<file path="src/rtl/core/olb_pkg.sv">
// Shared types and constants of the overlap linear blend block.
package olb_pkg;

   localparam int COL_W     = 13;
   localparam int PIX_W     = 8;
   localparam int CSR_W     = 13;
   localparam int CSR_IDX_W = 1;
   localparam int REGION_W  = 2;

   localparam int CSR_MAX           = (1 << CSR_W) - 1;
   localparam int MAX_WIDTH_DEFAULT = 4096;

   localparam logic [CSR_W-1:0] WIDTH_RESET = 13'd640;
   localparam logic [CSR_W-1:0] SHIFT_RESET = 13'd320;

   typedef enum logic [REGION_W-1:0] {
      REGION_LEFT    = 2'd0,
      REGION_BLEND   = 2'd1,
      REGION_RIGHT   = 2'd2,
      REGION_OUTSIDE = 2'd3
   } region_type;

   typedef enum logic [CSR_IDX_W-1:0] {
      CSR_IMAGE_WIDTH = 1'b0,
      CSR_SHIFT_X     = 1'b1
   } csr_index_type;

   // Control that travels with each pipeline slot.
   typedef struct packed {
      logic       valid;
      region_type region;
   } stage_tag_type;

endpackage

</file>
<file path="src/rtl/core/olb_if.sv">
// Request and response channel interfaces of the overlap linear blend block.
interface olb_req_if;
   import olb_pkg::*;
   logic             valid;
   logic             ready;
   logic [COL_W-1:0] column;
   logic [PIX_W-1:0] left_pixel;
   logic [PIX_W-1:0] right_pixel;

   modport source (output valid, column, left_pixel, right_pixel, input ready);
   modport sink   (input valid, column, left_pixel, right_pixel, output ready);
endinterface

interface olb_rsp_if;
   import olb_pkg::*;
   logic                valid;
   logic                ready;
   logic [PIX_W-1:0]    pixel;
   logic [REGION_W-1:0] region;

   modport source (output valid, pixel, region, input ready);
   modport sink   (input valid, pixel, region, output ready);
endinterface

</file>
<file path="src/rtl/core/olb_cfg.sv">
// Configuration registers and the derived width, shift, right end and divisor.
module olb_cfg #(
   parameter int EFF_MAX = olb_pkg::MAX_WIDTH_DEFAULT,
   parameter int WB      = $clog2(EFF_MAX + 1)
) (
   input  logic                           clock,
   input  logic                           reset,
   input  logic                           csr_write,
   input  logic [olb_pkg::CSR_IDX_W-1:0]  csr_index,
   input  logic [olb_pkg::CSR_W-1:0]      csr_data,
   output logic [WB-1:0]                  w_eff,
   output logic [WB-1:0]                  s_eff,
   output logic [WB:0]                    ws_sum,
   output logic [WB-1:0]                  d_div
);
   import olb_pkg::*;

   logic [CSR_W-1:0] width_raw_ff;
   logic [CSR_W-1:0] shift_raw_ff;
   logic [CSR_W-1:0] w_full;
   logic [CSR_W-1:0] s_full;
   logic [WB-1:0]    w_ff, w_in;
   logic [WB-1:0]    s_ff, s_in;
   logic [WB:0]      ws_ff, ws_in;
   logic [WB-1:0]    d_ff, d_in;

   always_ff @(posedge clock) begin
      if (reset) begin
         width_raw_ff <= WIDTH_RESET;
         shift_raw_ff <= SHIFT_RESET;
      end else if (csr_write) begin
         case (csr_index_type'(csr_index))
            CSR_IMAGE_WIDTH: width_raw_ff <= csr_data;
            CSR_SHIFT_X:     shift_raw_ff <= csr_data;
            default: ;
         endcase
      end
   end

   // zero width acts as one; width saturates at the build limit; shift clamps to width
   always_comb begin
      if (width_raw_ff == '0)
         w_full = CSR_W'(1);
      else if (width_raw_ff > CSR_W'(EFF_MAX))
         w_full = CSR_W'(EFF_MAX);
      else
         w_full = width_raw_ff;
      s_full = (shift_raw_ff > w_full) ? w_full : shift_raw_ff;
      w_in   = WB'(w_full);
      s_in   = WB'(s_full);
      ws_in  = (WB+1)'(w_full) + (WB+1)'(s_full);
      d_in   = WB'(w_full - s_full);
   end

   always_ff @(posedge clock) begin
      w_ff  <= w_in;
      s_ff  <= s_in;
      ws_ff <= ws_in;
      d_ff  <= d_in;
   end

   assign w_eff  = w_ff;
   assign s_eff  = s_ff;
   assign ws_sum = ws_ff;
   assign d_div  = d_ff;

endmodule

</file>
<file path="src/rtl/core/olb_front.sv">
// Front stages: input register, region decode, weight products, numerator sum.
module olb_front #(
   parameter int WB = 13
) (
   input  logic                          clock,
   input  logic                          reset,
   input  logic                          en,
   olb_req_if.sink                       req_port,
   input  logic [WB-1:0]                 w_eff,
   input  logic [WB-1:0]                 s_eff,
   input  logic [WB:0]                   ws_sum,
   output olb_pkg::stage_tag_type        tag_out,
   output logic [WB+olb_pkg::PIX_W-1:0]  num_out,
   output logic [olb_pkg::PIX_W-1:0]     q_out
);
   import olb_pkg::*;

   localparam int NW = WB + PIX_W;

   // stage 1: registered transaction
   logic             v1_ff;
   logic [COL_W-1:0] col1_ff;
   logic [PIX_W-1:0] lp1_ff, rp1_ff;

   // stage 2: region and distances to the overlap edges
   stage_tag_type    tag2_ff, tag2_in;
   logic [WB-1:0]    dl2_ff, dl2_in, dr2_ff, dr2_in;
   logic [PIX_W-1:0] lp2_ff, rp2_ff, copy2_ff, copy2_in;

   // stage 3: weighted products
   stage_tag_type    tag3_ff;
   logic [NW-1:0]    pl3_ff, pl3_in, pr3_ff, pr3_in;
   logic [PIX_W-1:0] copy3_ff;

   // stage 4: numerator
   stage_tag_type    tag4_ff;
   logic [NW-1:0]    num4_ff, num4_in;
   logic [PIX_W-1:0] q4_ff, q4_in;

   assign req_port.ready = en;

   always_comb begin
      if (col1_ff < COL_W'(s_eff))
         tag2_in.region = REGION_LEFT;
      else if (col1_ff < COL_W'(w_eff))
         tag2_in.region = REGION_BLEND;
      else if ({1'b0, col1_ff} < (COL_W+1)'(ws_sum))
         tag2_in.region = REGION_RIGHT;
      else
         tag2_in.region = REGION_OUTSIDE;
      tag2_in.valid = v1_ff;
      dl2_in = WB'(COL_W'(w_eff) - col1_ff);
      dr2_in = WB'(col1_ff - COL_W'(s_eff));
      case (tag2_in.region)
         REGION_LEFT:  copy2_in = lp1_ff;
         REGION_RIGHT: copy2_in = rp1_ff;
         default:      copy2_in = '0;
      endcase
   end

   assign pl3_in  = NW'(dl2_ff) * NW'(lp2_ff);
   assign pr3_in  = NW'(dr2_ff) * NW'(rp2_ff);
   assign num4_in = pl3_ff + pr3_ff;
   assign q4_in   = (tag3_ff.region == REGION_BLEND) ? '0 : copy3_ff;

   always_ff @(posedge clock) begin
      if (reset) begin
         v1_ff         <= 1'b0;
         tag2_ff.valid <= 1'b0;
         tag3_ff.valid <= 1'b0;
         tag4_ff.valid <= 1'b0;
      end else if (en) begin
         v1_ff   <= req_port.valid;
         tag2_ff <= tag2_in;
         tag3_ff <= tag2_ff;
         tag4_ff <= tag3_ff;
      end
   end

   always_ff @(posedge clock) begin
      if (en) begin
         col1_ff  <= req_port.column;
         lp1_ff   <= req_port.left_pixel;
         rp1_ff   <= req_port.right_pixel;
         dl2_ff   <= dl2_in;
         dr2_ff   <= dr2_in;
         lp2_ff   <= lp1_ff;
         rp2_ff   <= rp1_ff;
         copy2_ff <= copy2_in;
         pl3_ff   <= pl3_in;
         pr3_ff   <= pr3_in;
         copy3_ff <= copy2_ff;
         num4_ff  <= num4_in;
         q4_ff    <= q4_in;
      end
   end

   assign tag_out = tag4_ff;
   assign num_out = num4_ff;
   assign q_out   = q4_ff;

endmodule

</file>
<file path="src/rtl/core/olb_div_step.sv">
// One restoring division stage: resolves one quotient bit of the blend.
module olb_div_step #(
   parameter int WB    = 13,
   parameter int SHIFT = 0
) (
   input  logic                          clock,
   input  logic                          reset,
   input  logic                          en,
   input  logic [WB-1:0]                 d_div,
   input  olb_pkg::stage_tag_type        prev_tag,
   input  logic [WB+olb_pkg::PIX_W-1:0]  prev_rem,
   input  logic [olb_pkg::PIX_W-1:0]     prev_q,
   output olb_pkg::stage_tag_type        tag,
   output logic [WB+olb_pkg::PIX_W-1:0]  rem,
   output logic [olb_pkg::PIX_W-1:0]     q
);
   import olb_pkg::*;

   localparam int NW = WB + PIX_W;

   stage_tag_type    tag_ff;
   logic [NW-1:0]    rem_ff, rem_in;
   logic [PIX_W-1:0] q_ff, q_in;
   logic [NW-1:0]    dsh;
   logic             take;

   // copy regions carry their pixel in q and pass untouched
   always_comb begin
      dsh  = NW'(d_div) << SHIFT;
      take = (prev_tag.region == REGION_BLEND) && (prev_rem >= dsh);
      rem_in = take ? (prev_rem - dsh) : prev_rem;
      q_in = prev_q;
      q_in[SHIFT] = prev_q[SHIFT] | take;
   end

   always_ff @(posedge clock) begin
      if (reset)
         tag_ff.valid <= 1'b0;
      else if (en)
         tag_ff <= prev_tag;
   end

   always_ff @(posedge clock) begin
      if (en) begin
         rem_ff <= rem_in;
         q_ff   <= q_in;
      end
   end

   assign tag = tag_ff;
   assign rem = rem_ff;
   assign q   = q_ff;

endmodule

</file>
<file path="src/rtl/core/olb_skid.sv">
// Output register with a skid entry; the pipeline advances while the skid is empty.
module olb_skid (
   input  logic                       clock,
   input  logic                       reset,
   input  olb_pkg::stage_tag_type     prev_tag,
   input  logic [olb_pkg::PIX_W-1:0]  prev_q,
   output logic                       in_ready,
   olb_rsp_if.source                  rsp_port
);
   import olb_pkg::*;

   logic             out_v_ff, skid_v_ff;
   logic [PIX_W-1:0] out_pix_ff, skid_pix_ff;
   region_type       out_reg_ff, skid_reg_ff;
   logic             load;

   assign load     = rsp_port.ready || !out_v_ff;
   assign in_ready = !skid_v_ff;

   always_ff @(posedge clock) begin
      if (reset) begin
         out_v_ff  <= 1'b0;
         skid_v_ff <= 1'b0;
      end else if (load) begin
         out_v_ff  <= skid_v_ff || prev_tag.valid;
         skid_v_ff <= 1'b0;
      end else if (prev_tag.valid && !skid_v_ff) begin
         skid_v_ff <= 1'b1;
      end
   end

   always_ff @(posedge clock) begin
      if (load) begin
         out_pix_ff <= skid_v_ff ? skid_pix_ff : prev_q;
         out_reg_ff <= skid_v_ff ? skid_reg_ff : prev_tag.region;
      end else if (!skid_v_ff) begin
         skid_pix_ff <= prev_q;
         skid_reg_ff <= prev_tag.region;
      end
   end

   assign rsp_port.valid  = out_v_ff;
   assign rsp_port.pixel  = out_pix_ff;
   assign rsp_port.region = out_reg_ff;

endmodule

</file>
<file path="src/rtl/core/overlap_linear_blend.sv">
// Top level of the overlap linear blend block: two-image stitch pixel with feathered overlap.
//
//   channel  | dir | payload                              | handshake
//   ---------+-----+--------------------------------------+-----------------
//   req_port | in  | column, left_pixel, right_pixel      | valid / ready
//   rsp_port | out | pixel, region                        | valid / ready
//   csr_*    | in  | csr_index, csr_data                  | csr_write strobe
//
// One transaction per clock sustained while responses are taken. A result
// crosses thirteen registers after its request is taken, the first loaded at the
// accepting edge: input register, region decode, products, numerator sum,
// eight restoring divider stages (one quotient bit each), output register.
// The divider chain sets the depth; the 13x8 product stage sets the clock.
// Reset clears all valid bits and loads the width and shift defaults; derived
// config is registered again from the written csr value.
// A stalled response fills the skid entry; while it is full every stage before the output register holds.
module overlap_linear_blend #(
   parameter int MAX_WIDTH = olb_pkg::MAX_WIDTH_DEFAULT
) (
   input  logic                          clock,
   input  logic                          reset,
   olb_req_if.sink                       req_port,
   olb_rsp_if.source                     rsp_port,
   input  logic                          csr_write,
   input  logic [olb_pkg::CSR_IDX_W-1:0] csr_index,
   input  logic [olb_pkg::CSR_W-1:0]     csr_data
);
   import olb_pkg::*;

   // the width register is 13 bits, so the usable width never tops CSR_MAX
   localparam int EFF_MAX = (MAX_WIDTH < CSR_MAX) ? MAX_WIDTH : CSR_MAX;
   localparam int WB      = $clog2(EFF_MAX + 1);
   localparam int NW      = WB + PIX_W;

   logic [WB-1:0] w_eff, s_eff, d_div;
   logic [WB:0]   ws_sum;
   logic          pipe_en;

   stage_tag_type    tag_chain [PIX_W+1];
   logic [NW-1:0]    rem_chain [PIX_W+1];
   logic [PIX_W-1:0] q_chain   [PIX_W+1];

   olb_cfg #(
      .EFF_MAX (EFF_MAX),
      .WB      (WB)
   ) u_cfg (
      .clock     (clock),
      .reset     (reset),
      .csr_write (csr_write),
      .csr_index (csr_index),
      .csr_data  (csr_data),
      .w_eff     (w_eff),
      .s_eff     (s_eff),
      .ws_sum    (ws_sum),
      .d_div     (d_div)
   );

   olb_front #(
      .WB (WB)
   ) u_front (
      .clock    (clock),
      .reset    (reset),
      .en       (pipe_en),
      .req_port (req_port),
      .w_eff    (w_eff),
      .s_eff    (s_eff),
      .ws_sum   (ws_sum),
      .tag_out  (tag_chain[0]),
      .num_out  (rem_chain[0]),
      .q_out    (q_chain[0])
   );

   // quotient fits in PIX_W bits since the numerator never reaches 256 * divisor
   for (genvar i = 0; i < PIX_W; i++) begin : g_div
      olb_div_step #(
         .WB    (WB),
         .SHIFT (PIX_W - 1 - i)
      ) u_step (
         .clock    (clock),
         .reset    (reset),
         .en       (pipe_en),
         .d_div    (d_div),
         .prev_tag (tag_chain[i]),
         .prev_rem (rem_chain[i]),
         .prev_q   (q_chain[i]),
         .tag      (tag_chain[i+1]),
         .rem      (rem_chain[i+1]),
         .q        (q_chain[i+1])
      );
   end

   olb_skid u_skid (
      .clock    (clock),
      .reset    (reset),
      .prev_tag (tag_chain[PIX_W]),
      .prev_q   (q_chain[PIX_W]),
      .in_ready (pipe_en),
      .rsp_port (rsp_port)
   );

   // outside columns always read as black
   a_outside_black: assert property (@(posedge clock) disable iff (reset)
      (rsp_port.valid && rsp_port.region == REGION_OUTSIDE) |-> (rsp_port.pixel == '0))
      else $error("outside result with nonzero pixel");

   // a held pipeline implies a response is waiting downstream
   a_stall_has_rsp: assert property (@(posedge clock) disable iff (reset)
      !req_port.ready |-> rsp_port.valid)
      else $error("pipeline held with no pending response");

   // nothing is presented right after reset
   a_reset_clears: assert property (@(posedge clock)
      reset |=> !rsp_port.valid)
      else $error("response valid after reset");

   // the pipeline only holds while a response is refused
   a_hold_cause: assert property (@(posedge clock) disable iff (reset)
      (pipe_en && !$past(pipe_en) && !$past(reset)) |-> $past(rsp_port.ready))
      else $error("skid drained without response taken");

endmodule
</file>
<file path="src/flat_wrapper.sv">
// flat-port wrapper written by rule: the top's interface ports become plain ports
module overlap_linear_blend_flat import olb_pkg::*;
#(
   parameter int MAX_WIDTH = olb_pkg::MAX_WIDTH_DEFAULT
)
  (clock, reset, csr_write, csr_index, csr_data, req_port_valid, req_port_column, req_port_left_pixel, req_port_right_pixel, req_port_ready, rsp_port_valid, rsp_port_pixel, rsp_port_region, rsp_port_ready);
  olb_req_if req_port_i ();
  olb_rsp_if rsp_port_i ();
  input  logic clock;
  input  logic reset;
  input  logic csr_write;
  input  logic [olb_pkg::CSR_IDX_W-1:0] csr_index;
  input  logic [olb_pkg::CSR_W-1:0] csr_data;
  input wire logic [$bits(req_port_i.valid)-1:0] req_port_valid;
  input wire logic [$bits(req_port_i.column)-1:0] req_port_column;
  input wire logic [$bits(req_port_i.left_pixel)-1:0] req_port_left_pixel;
  input wire logic [$bits(req_port_i.right_pixel)-1:0] req_port_right_pixel;
  output wire logic [$bits(req_port_i.ready)-1:0] req_port_ready;
  output wire logic [$bits(rsp_port_i.valid)-1:0] rsp_port_valid;
  output wire logic [$bits(rsp_port_i.pixel)-1:0] rsp_port_pixel;
  output wire logic [$bits(rsp_port_i.region)-1:0] rsp_port_region;
  input wire logic [$bits(rsp_port_i.ready)-1:0] rsp_port_ready;
  assign req_port_i.valid = req_port_valid;
  assign req_port_i.column = req_port_column;
  assign req_port_i.left_pixel = req_port_left_pixel;
  assign req_port_i.right_pixel = req_port_right_pixel;
  assign req_port_ready = req_port_i.ready;
  assign rsp_port_valid = rsp_port_i.valid;
  assign rsp_port_pixel = rsp_port_i.pixel;
  assign rsp_port_region = rsp_port_i.region;
  assign rsp_port_i.ready = rsp_port_ready;
  overlap_linear_blend #(.MAX_WIDTH(MAX_WIDTH)) u_core (.clock(clock), .reset(reset), .req_port(req_port_i), .rsp_port(rsp_port_i), .csr_write(csr_write), .csr_index(csr_index), .csr_data(csr_data));
endmodule
</file>
<file path="config.mk">
export PLATFORM = sky130hd
export DESIGN_NAME = overlap_linear_blend_flat
export DESIGN_NICKNAME = d
export VERILOG_FILES = /design/src/rtl/core/olb_pkg.sv /design/src/rtl/core/olb_if.sv /design/src/rtl/core/olb_cfg.sv /design/src/rtl/core/olb_front.sv /design/src/rtl/core/olb_div_step.sv /design/src/rtl/core/olb_skid.sv /design/src/rtl/core/overlap_linear_blend.sv /design/src/flat_wrapper.sv
export SDC_FILE = /design/constraint.sdc
export NUM_CORES = 1
export LEC_CHECK = 0
export ABC_AREA = 1
export BUFFER_PORTS_ARGS = -buffer_cell sky130_fd_sc_hd__buf_2
export CAP_MARGIN = 25
export CORE_MARGIN = 4
export CORE_UTILIZATION = 65
export CTS_CLUSTER_SIZE = 12
export DETAILED_ROUTE_END_ITERATION = 8
export PLACE_DENSITY = 0.82
export SLEW_MARGIN = 20
export SYNTH_ARGS = -nofsm -noshare
export SYNTH_HDL_FRONTEND = slang
export SYNTH_SLANG_ARGS = --single-unit
</file>
<file path="constraint.sdc">
create_clock -name clock -period 14.2 [get_ports clock]
set_clock_uncertainty 0.1 [all_clocks]
set_input_delay 0.71 -clock clock [delete_from_list [all_inputs] [get_ports clock]]
set_output_delay 0.71 -clock clock [all_outputs]
set_load 0.01 [all_outputs]
</file>
; ---- After elaboration in Yosys (flattened, before gate mapping)
; Cells that the tools add are included.
[classes]
addsub = 12
mul = 2
order_cmp = 13
n_eq_ne = 10
mux = 16
bitwise = 11
reduce_logical = 19
[op_table]
columns = cell, count
row1 = 21-bit 2-to-1 mux, 7
row2 = 13-bit by 8-bit multiplier with 21-bit output, 2
row3 = 13-bit 2-to-1 mux, 3
row4 = 13-bit subtractor, 3
row5 = 13-bit < comparator, 2
row6 = 21-bit adder, 1
row7 = 21-bit by 13-bit greater-or-equal comparator with 1-bit output, 1
row8 = 21-bit by 14-bit greater-or-equal comparator with 1-bit output, 1
row9 = 21-bit by 15-bit greater-or-equal comparator with 1-bit output, 1
row10 = 21-bit by 16-bit greater-or-equal comparator with 1-bit output, 1
row11 = 21-bit by 17-bit greater-or-equal comparator with 1-bit output, 1
row12 = 21-bit by 18-bit greater-or-equal comparator with 1-bit output, 1
row13 = 21-bit by 19-bit greater-or-equal comparator with 1-bit output, 1
row14 = 21-bit by 20-bit greater-or-equal comparator with 1-bit output, 1
row15 = 21-bit by 14-bit subtractor with 21-bit output, 1
row16 = 21-bit by 15-bit subtractor with 21-bit output, 1
row17 = 21-bit by 16-bit subtractor with 21-bit output, 1
row18 = 21-bit by 17-bit subtractor with 21-bit output, 1
row19 = 21-bit by 18-bit subtractor with 21-bit output, 1
row20 = 21-bit by 19-bit subtractor with 21-bit output, 1
row21 = 21-bit by 20-bit subtractor with 21-bit output, 1
row22 = "2-bit by 1-bit equality test with 1-bit output, second input constant", 9
row23 = 8-bit case mux with 2 select lines, 1
row24 = 13-bit by 13-bit adder with 14-bit output, 1
row25 = 16 further kinds, 39
[word_totals]
ff_bits = 504
input_bits = 48
output_inout_bits = 12
word_cells = 146

; ---- Depth between registers and ports, before layout
; Gate-level depths: netlist (run 1).
[depth]
depth_word = 6
mapped_depth = 29

; ---- Cells and area by module
; A second synthesis (run 1) with hierarchy kept.
[hier_totals]
hier_cells = 4820
hier_area_um2 = 38757.2
[by_module_without_submodules]
columns = module, n_inst, cells_per_inst, area_each_um2
row1 = olb_front, 1, 1781, 15309.7
row2 = olb_cfg, 1, 557, 4096.4
row3 = olb_div_step at u_core.g_div[7].u_step, 1, 344, 2527.4
row4 = olb_div_step at u_core.g_div[5].u_step, 1, 332, 2476.1
row5 = olb_div_step at u_core.g_div[6].u_step, 1, 296, 2341.0
row6 = olb_div_step at u_core.g_div[4].u_step, 1, 311, 2333.5
row7 = olb_div_step at u_core.g_div[3].u_step, 1, 316, 2324.7
row8 = olb_div_step at u_core.g_div[2].u_step, 1, 294, 2253.4
row9 = olb_div_step at u_core.g_div[1].u_step, 1, 260, 2152.1
row10 = olb_div_step at u_core.g_div[0].u_step, 1, 265, 2130.8
row11 = olb_skid, 1, 64, 812.0

; ---- Worst setup path before layout (run 1)
; Ideal clock, no wire load.
[synth_timing]
path_type = reg-to-reg
startpoint = register u_core.u_skid.skid_v_ff
endpoint = register u_core.g_div[0].u_step.q_ff[0] (enable)
setup_time_ps = 880
arrival_ps = 10636
t_required_ps = 13220
path_slack_ps = 2584
path_stages_with_launch = 3
synth_period_minus_slack_ps = 11616
path_cell_list = dfxtp_1 -> inv_1 -> buf_1
[synth_rtl]
columns = element, line
row1 = start: declaration, olb_skid.sv:12  ; logic out_v_ff, skid_v_ff;
row2 = start signal: assignment, olb_skid.sv:23  ; skid_v_ff <= 1'b0;
row3 = start signal: assignment, olb_skid.sv:26  ; skid_v_ff <= 1'b0;
row4 = start signal: assignment, olb_skid.sv:28  ; skid_v_ff <= 1'b1;
row5 = end signal: assignment, olb_div_step.sv:46  ; q_ff <= q_in;
row6 = end: declaration, olb_div_step.sv:23  ; logic [PIX_W-1:0] q_ff, q_in;
; No word-level cell between the ends.

; ---- Worst setup path in the final report (run 1)
[layout_timing]
startpoint = register u_core.u_cfg.width_raw_ff[9]
endpoint = register u_core.u_cfg.ws_ff[12], in the netlist u_core.u_cfg.ws_sum[12]
[layout_between]
elab_chain_len = 6
word_cells_on_any_way = 7
[layout_rtl]
columns = element, line
row1 = start: declaration, olb_cfg.sv:18  ; logic [CSR_W-1:0] width_raw_ff;
row2 = start signal: assignment, olb_cfg.sv:33  ; CSR_IMAGE_WIDTH: width_raw_ff <= csr_data;
row3 = 13-bit > comparator, olb_cfg.sv:44  ; else if (width_raw_ff > CSR_W'(EFF_MAX))
row4 = 13-bit 2-to-1 mux, olb_cfg.sv:44
row5 = 13-bit 2-to-1 mux (*), olb_cfg.sv:42  ; if (width_raw_ff == '0)
row6 = 13-bit > comparator, olb_cfg.sv:48  ; s_full = (shift_raw_ff > w_full) ? w_full : shift_raw_ff;
row7 = 13-bit 2-to-1 mux (*), olb_cfg.sv:48
row8 = via u_core.u_cfg.s_full[0], olb_cfg.sv:21  ; logic [CSR_W-1:0] s_full;
row9 = 13-bit by 13-bit adder with 14-bit output (*), olb_cfg.sv:51  ; ws_in = (WB+1)'(w_full) + (WB+1)'(s_full);
row10 = via u_core.u_cfg.ws_in[12], olb_cfg.sv:24  ; logic [WB:0] ws_ff, ws_in;
row11 = end signal: assignment, olb_cfg.sv:58  ; ws_ff <= ws_in;
row12 = end: declaration, olb_cfg.sv:24
; Mark *: on every way through the listed nets, which the timed path passes. The rest lies on a longest branch.
; A chain may end at the register's enable or synchronous reset.

==> flow_summary.ini, run 1 <==
[cells_and_area]
multi_input_area_um2 = 17800
area_delta_synth_final_pct = 7.23
layout-drive-gt1-share_pct = 4.93
final_common_cell = nand2_1
fillCellCount = 4169
register_area_um2 = 14200
antenna_cells = 0
most-common-layout-cells = nand2_1 (1297), inv_1 (687), edfxtp_1 (411)
layout.cells.non_filler = 4947
layout.nets = 4694

[sta]
relSlewSlack_pct = 19.6
period_share_pct = 33.3
period_needed_ns = 4.73
drv_slew = 0
finalHoldViolCount = 0
fmax_mhz = 212
setup_slack_ns = 9.47
rsz0062_at_grt = false
finalSetupViolations = 0
setup_tns_ns = 0
worst_slew_pin_slew_ns = 1.21

[grt]
grt_pass1_wl_mm = 132
grt.total_usage_pct = 28.5
gr-total-overflow = 0
antenna_found_initial = 1
grt_max_degree = 178
grt_pass1_vias = 26300

[floorplanning]
num_rows = 84
die_area_um2 = 57700
io_pins = 60
die_w_um = 240
core_um2 = 53000
start_util_pct = 66.1
dieHeight_um = 240

[place]
io_buffers = 59
gp_congestion = 0.953
place_inst = 4851
dpl_worst_slack_ns = 9.61
hpwlAfterDp_mm = 62.6

[synthesis]
ys_ff_latch = 503
synthFlopType = edfxtp_1
yosys_warnings = 0
synth_area_um2 = 35000
synth_edf_count = 411
syn_avg_cell_area_um2 = 8.38
syn_nets = 4653
ys_seq_area_share_pct = 40.5
async_flop_share_pct = 0
postSynthCellCount = 4179
yosysUniqueCellTypes = 49

[routing]
postRouteAntennaNets = 0
via_per_inst = 5.51
first_iter_violations = 2014
first_pass_iters = 7
drc = 0
wl_per_cell_um = 16.5
routed_wirelength_mm = 81.8
num_vias = 27200

[clock_tree]
clock_latency_ns = 0.63
post-cts-setup-buffers = 0
numCtsBuffers = 55
clockRootBuffer = clkbuf_16
path_clk_slew_ns = 0.06
hold_buffers = 0
cts_max_level = 2
post_cts_resize_count = 0
cts_tree = built
cts_sinks = 503
clk_path_buf_depth = 3

[setup_path]
crit_fanout = 43
worstPathCellList = nor4_1, nand2_1, nand2_1, nand2_1, ha_1, nand3_1, nor3b_1, nand3_1, or2_1, nand2_2, nand2_1, o21ai_0, ha_1, inv_1, fa_1, o31ai_2, nand3_1, nand3_1, xor2_1
cp_data_arrival_time_ns = 5.18
critPathBufInv = 1
cp.required_ns = 14.65
cp_top_family = simple AND/OR/NAND/NOR gates
start_kind = flip-flop
worst-setup-path-type = reg2reg
slowest_delay_ns = 0.48
end_kind = flip-flop
critical_path.slowest_cell = nand2_2

[run]
maxCapViolCount = 0

[worst_hold_path]
hp-class = in2reg

[status]
status = completed
worst paths after layout:
kind,start,to,slack (ns),cells after the start
worst max-delay path,u_core.u_cfg.width_raw_ff[9],u_core.u_cfg.ws_sum[12],9.47,19
worst min-delay path,req_port_column[2],u_core.u_front.col1_ff[2],0.16,1
worst max register to register,u_core.u_cfg.width_raw_ff[9],u_core.u_cfg.ws_sum[12],9.47,19
worst min register to register,u_core.u_front.q_out[2],u_core.g_div[0].u_step.q[2],0.29,0
stage by stage:
stage	hold WS [ns]	cell area [µm²]	utilization, %
6_report	0.157	37600	70.9
5_1_grt	0.136	37600	70.9
4_1_cts	0.129	37600	70.9
3_5_place_dp	0.305	35900	67.7
3_3_place_gp	0.300	35800	67.6
2_1_floorplan	0.300	35000	-
state kept, by name (all words and copies together) (netlist names), 12 cells and up:
name                       flops
u_core.u_front.pr3_ff         21
u_core.g_div.u_step.q         64
u_core.u_front.dr2_ff         13
u_core.u_front.col1_ff        13
u_core.u_front.pl3_ff         21
u_core.u_cfg.width_raw_ff     13
u_core.g_div.u_step.rem      147
u_core.u_front.dl2_ff         13
u_core.u_cfg.shift_raw_ff     13
u_core.u_front.num_out        21
u_core.u_cfg.ws_sum           14
u_core.u_cfg.d_div            12
u_core.g_div.u_step.tag       24
u_core.u_cfg.w_eff            13
u_core.u_cfg.s_eff            13
cell families after synthesis:
logic type | after synthesis | share of synthesized area, %
xor gates and xnor gates | 136 | 3.40
DFF | 503 | 40.5
and+or+nand+nor | 1891 | 22.0
AOI/OAI and AO/OA | 449 | 7.22
adders and majority gates | 426 | 18.3
buffers and inverters | 774 | 8.57
layout make-up:
type | instances | share of cell area, %
Sequential cell | 503 | 37.8
Clock inverter | 28 | 0.630
Inverter | 692 | 6.94
Tap cell | 688 | 2.29
Multi-Input combinational cell | 2902 | 47.5
Timing Repair Buffer | 66 | 0.970
Clock buffer | 68 | 3.90
Yosys cell counts, drive strengths merged, types with 2 or more instances:
cell type	instances	area, µm²
nand2	1310	4970
inv	691	2590
edfxtp	411	12300
ha	282	3530
nor2	279	1070
a21oi	206	1050
o21ai	184	1030
nand3	163	821
fa	144	2880
dfxtp	92	1840
xor2	76	666
xnor2	60	526
clkbuf	55	211
nand4	47	294
nor3	39	195
buf	27	191
a21o	20	150
o21bai	20	150
nand3b	18	135
or2	12	75.1
and2	10	62.6
nor4	7	43.8
a31oi	5	31.3
o211ai	4	30.0
o21a	4	30.0
a21boi	3	30.0
and3	3	18.8
nor3b	2	15.0
per-layer routing:
metal  vias to the layer above  GRT usage (%)  routed length, µm
met4                         0           12.4               4200
met2                       788           48.9              39300
li1                      13500              -                  -
met1                     12800           36.5              33800
met3                       215           3.83               4480
met5                         -              0                  0
Power of run 1 is left out: the tool's default activity adds up to more than one toggle a clock period on the data nets, which glitch-free logic cannot reach.
==> run 2: changes to the inputs <==
--- a/config.mk
+++ b/config.mk
@@ -5,14 +5,14 @@
 export SDC_FILE = /design/constraint.sdc
 export NUM_CORES = 1
 export LEC_CHECK = 0
-export ABC_AREA = 1
+export ABC_AREA = 0
 export BUFFER_PORTS_ARGS = -buffer_cell sky130_fd_sc_hd__buf_2
 export CAP_MARGIN = 25
 export CORE_MARGIN = 4
-export CORE_UTILIZATION = 65
+export CORE_UTILIZATION = 58
 export CTS_CLUSTER_SIZE = 12
 export DETAILED_ROUTE_END_ITERATION = 8
-export PLACE_DENSITY = 0.82
+export PLACE_DENSITY = 0.77
 export SLEW_MARGIN = 20
 export SYNTH_ARGS = -nofsm -noshare
 export SYNTH_HDL_FRONTEND = slang
==> constraint.sdc (replaced) <==
create_clock -name clock -period 3.97 [get_ports clock]
set_clock_uncertainty 0.1 [all_clocks]
set_input_delay 0.1985 -clock clock [delete_from_list [all_inputs] [get_ports clock]]
set_output_delay 0.1985 -clock clock [all_outputs]
set_load 0.01 [all_outputs]
==> flow_summary.ini, run 2 <==
[status]
failed_checks = setup timing
status = complete, but fails checks

[cells_and_area]
design_area_um2 = 38500
fillCellCount = 3609
antenna_cells = 0
most-common-layout-cells = edfxtp_1 (411), inv_1 (282), ha_1 (256)
layout-drive-gt1-share_pct = 21.2
area_delta_synth_final_pct = 20.8
final_common_cell = edfxtp_1
layout.cells.non_filler = 3986
layout.nets = 3725
largest_reg_flops = 147
fin_util_pct = 71.1

[setup_path]
crit-reg2reg-launch = u_core.u_front.dl2_ff[2]
crit_top_cell = fa_1
worstPathCellList = buf_6, and2_4, fa_2, fa_1, inv_2, fa_1, fa_1, inv_2, ha_4, o21a_4, a2111oi_4, o32ai_4, o41ai_4, o21bai_1, a21oi_2, a21oi_2, xnor2_1
critical_path.slowest_cell = fa_1
end_kind = flip-flop
critPathBufInv = 3
start_kind = flip-flop
crit_fanout = 3
cp_top_family = adder cells
slowest_delay_ns = 0.51
setup.worst_path.start = u_core.u_front.dl2_ff[2]
cp.required_ns = 4.23
cp_data_arrival_time_ns = 5.00
worst-setup-path-type = reg2reg

[routing]
first_iter_violations = 1665
drc = 0
first_pass_iters = 5
via_per_inst = 5.78
routed_wirelength_mm = 79.1
wl_per_cell_um = 19.9
postRouteAntennaNets = 0
num_vias = 23000

[sta]
drv_slew = 0
worst_slew_pin_slew_ns = 0.997
rsz0062_at_grt = true
relSlewSlack_pct = 33.4
period_needed_ns = 4.74
finalHoldViolCount = 0
period_share_pct = 119
setup_slack_ns = -0.768
fmax_mhz = 211
finalSetupViolations = 41

[synthesis]
synthFlopType = edfxtp_1
ys_ff_latch = 503
yosys_warnings = 0
synth_edf_count = 411
ys_seq_area_share_pct = 44.5
synth_top_area_share_pct = 38.8
yosys-top-cells-area = edfxtp_1 (39%), ha_1 (11%), fa_1 (9.1%)
synth_area_um2 = 31800
yosysTopAreaCell = edfxtp_1
async_flop_share_pct = 0
synth_most_common_cell = edfxtp_1
syn_avg_cell_area_um2 = 11.1
synth_common_cells = edfxtp_1 (411), inv_1 (306), ha_1 (282)
syn_nets = 3336
yosysUniqueCellTypes = 88
postSynthCellCount = 2862

[clock_tree]
clockRootBuffer = clkbuf_16
cts_tree = built
clock_latency_ns = 0.64
cts_max_level = 2
clk_path_buf_depth = 3
cts_sinks = 503
path_clk_slew_ns = 0.07
numCtsBuffers = 54

[grt]
grt_pass1_vias = 23600
gr-total-overflow = 0
grt_pass1_wl_mm = 124
antenna_found_initial = 2
grt.total_usage_pct = 26.0
grt_max_degree = 67

[floorplanning]
io_pins = 60
core_um2 = 54100
die_w_um = 242
dieHeight_um = 242
die_area_um2 = 58700
start_util_pct = 58.8
num_rows = 85

[worst_hold_path]
hp-class = in2reg
min-delay-start = csr_write

[run]
maxCapViolCount = 0

[place]
io_buffers = 59
place_inst = 3787
gp_congestion = 0.918
place_area_um2 = 34900
hpwlAfterDp_mm = 57.0
dpl_worst_slack_ns = -0.835
-- run 2: what timing repair did --
action / CTS / global route
endpoints found under the setup margin: 42 / 45
setup buffers: 39 / 25
hold endpoints to repair: 68 / 0
hold buffers: 47 / 0
pin swaps: 100 / 60
resized for setup: 119 / 83
-- run 2: per-stage QoR --
step | setup TNS (ns) | hold WS (ns)
finish | -17.81 | 0.120
global route | -22.31 | 0.147
CTS | -13.21 | 0.0257
detailed placement | -19.56 | 0.277
global placement | -15.17 | 0.275
floorplan | -996.56 | 0.178
-- run 2: final timing paths --
check	endpoint	slack, ns	cells past startpoint
hold reg to reg	u_core.g_div[0].u_step.q[3]	0.28	0
hold / removal	u_core.u_cfg.width_raw_ff[3]	0.12	4
setup reg to reg	u_core.u_front.pl3_ff[18]	-0.77	17
setup / recovery	u_core.u_front.pl3_ff[18]	-0.77	17
-- run 2: cell families (layout without fill, tap and decap cells) --
| group | count (synthesis) | after routing | share of synthesized area, % |
|---|---|---|---|
| AOI/OAI and AO/OA | 528 | 528 | 10.9 |
| DFF | 503 | 503 | 44.5 |
| and+or+nand+nor | 793 | 793 | 12.5 |
| adders and majority gates | 426 | 426 | 20.1 |
| xor gates and xnor gates | 167 | 167 | 4.59 |
| buffers and inverters | 366 | 794 | 4.55 |
| muxes | 79 | 79 | 2.73 |
-- run 2: worst min-delay path: stages --
cell and delay, ns:
buf_2 0.12, nor2b_1 0.29, nand2_1 0.13, a21oi_1 0.06
-- run 2: layout make-up --
class / instances / area, µm² / area share [%]
Sequential cell: 503 / 14200 / 36.9
Inverter: 306 / 1160 / 3.01
Multi-Input combinational cell: 1993 / 17300 / 45.0
Tap cell: 696 / 871 / 2.26
Clock buffer: 80 / 1570 / 4.07
Clock inverter: 15 / 234 / 0.608
Timing Repair Buffer: 393 / 3130 / 8.13
-- run 2: routing by layer --
layer / vias up / track usage, % / part of all wire (%)
met1: 11300 / 32.6 / 40
met4: 0 / 10.3 / 4.5
met2: 708 / 46.4 / 51
met5: - / 0 / 0
li1: 10800 / - / -
met3: 210 / 2.76 / 4.4
Power of run 2 is left out for the same reason.
==> run 3: changes to the inputs <==
--- a/config.mk
+++ b/config.mk
@@ -13,6 +13,7 @@
 export CTS_CLUSTER_SIZE = 12
 export DETAILED_ROUTE_END_ITERATION = 8
 export PLACE_DENSITY = 0.77
+export REMOVE_ABC_BUFFERS = 1
 export SLEW_MARGIN = 20
 export SYNTH_ARGS = -nofsm -noshare
 export SYNTH_HDL_FRONTEND = slang
==> flow_summary.ini, run 3 (synthesis gave the netlist of run 2 again) <==
[worst_hold_path]
hp-class = in2reg

[clock_tree]
cts_max_level = 2
cts_sinks = 503
cts_tree = built
clk_path_buf_depth = 3
path_clk_slew_ns = 0.06
clock_latency_ns = 0.61
numCtsBuffers = 52
clockRootBuffer = clkbuf_16

[routing]
first_iter_violations = 1572
routed_wirelength_mm = 79.6
postRouteAntennaNets = 0
wl_met3_mm = 4.72
dr.max_layer_used = met4
drc = 0
num_vias = 23400
via_per_inst = 5.85
met1Wirelength_mm = 31.8
first_pass_iters = 6
wl_per_cell_um = 19.9
wl_met2_mm = 39.7

[grt]
grt_pass1_wl_mm = 123
grt_pass1_vias = 24000
grt.total_usage_pct = 25.6
gr-total-overflow = 0
grt_max_degree = 105
antenna_found_initial = 1

[place]
hpwlAfterDp_mm = 54.5
gp_congestion = 0.919
io_buffers = 59

[cells_and_area]
layout-drive-gt1-share_pct = 20.8
area_delta_synth_final_pct = 20.9
layout.nets = 3739
most-common-layout-cells = edfxtp_1 (411), inv_1 (291), nand2_1 (256), ha_1 (256), buf_4 (256)
largest_reg_flops = 147
final_common_cell = edfxtp_1

[sta]
relSlewSlack_pct = 32.4
worst_slew_pin_slew_ns = 1.01
period_share_pct = 121
drv_slew = 0
fmax_mhz = 209
setup_tns_ns = -23.78
finalSetupViolations = 46
finalHoldViolCount = 0
rsz0062_at_grt = true
setup_slack_ns = -0.826
period_needed_ns = 4.80

[status]
failed_checks = setup timing
status = complete, but fails checks

[floorplanning]
die_w_um = 242
num_rows = 85
io_pins = 60
die_area_um2 = 58700
core_um2 = 54100
start_util_pct = 58.8
dieHeight_um = 242

[setup_path]
crit_fanout = 7
start_kind = flip-flop
worst-setup-path-type = reg2reg
end_kind = flip-flop
cp_data_arrival_time_ns = 5.02
cp.required_ns = 4.20

[run]
maxCapViolCount = 0
run 3: changes by cell type in the layout (fill, tap and decap cells not counted), sizes merged:
cell / delta
buf: +13
bufinv: -1
clkbuf: -4
clkinv: +6
clkinvlp: -1
diode: +1
dlygate4sd3: +3
run 3: layout make-up:
class | instances | area (µm²)
well taps | 696 | 871
repair buffers | 409 | 3260
fillers | 3537 | 15600
flip-flops and latches | 503 | 14200
inverters | 306 | 1160
clock buffers | 76 | 1410
multi-input cells | 1993 | 17400
diodes | 1 | 2.50
clock inverters | 19 | 185
run 3: layer usage:
metal	up-vias	global-route usage [%]
li1	10900	-
met1	11400	33.0
met2	880	44.6
met3	253	3.48
met4	0	9.29
met5	-	0
run 3: stage by stage:
step	util, %	hold WS (ns)	instance area [µm²]	worst slack, ns	cells
2_1_floorplan	-	0.168	31500	-4.72	2802
3_3_place_gp	63.9	0.275	34600	-0.946	3798
3_5_place_dp	63.9	0.277	34600	-0.974	3798
4_1_cts	70.0	0.0372	37900	-0.795	3987
5_1_grt	71.1	0.0714	38500	-0.950	4002
6_report	71.1	0.0790	38500	-0.826	4003
run 3: final timing paths:
| path | from | to | slack (ns) | depth (start not counted) |
|---|---|---|---|---|
| worst max register to register | u_core.u_front.dl2_ff[2] | u_core.u_front.pl3_ff[20] | -0.83 | 17 |
| worst min register to register | u_core.g_div[2].u_step.q[1] | u_core.g_div[3].u_step.q[1] | 0.31 | 0 |
| worst max-delay path | u_core.u_front.dl2_ff[2] | u_core.u_front.pl3_ff[20] | -0.83 | 17 |
| worst min-delay path | reset | u_core.g_div[7].u_step.tag[2] | 0.08 | 2 |
run 3: worst max-delay path: stages, from the launching register on:
cell and delay (ns):
edfxtp_1 0.41, buf_6 0.16, and2_4 0.15, fa_1 0.52, ha_4 0.29, inv_2 0.03, fa_1 0.51, fa_1 0.53
inv_2 0.06, ha_4 0.25, o21a_4 0.13, a2111oi_4 0.42, o32ai_4 0.16, o41ai_4 0.28, buf_4 0.19, o31ai_2 0.06
a21oi_1 0.19, xnor2_1 0.10
run 3: repair_timing:
action,in CTS,in global routing
endpoints found under the setup margin,46,50
resized for setup,176,108
hold buffers,50,0
pin swaps,125,91
gates cloned,1,0
setup buffers,48,25
hold endpoints to repair,56,0
Power of run 3 is left out for the same reason.
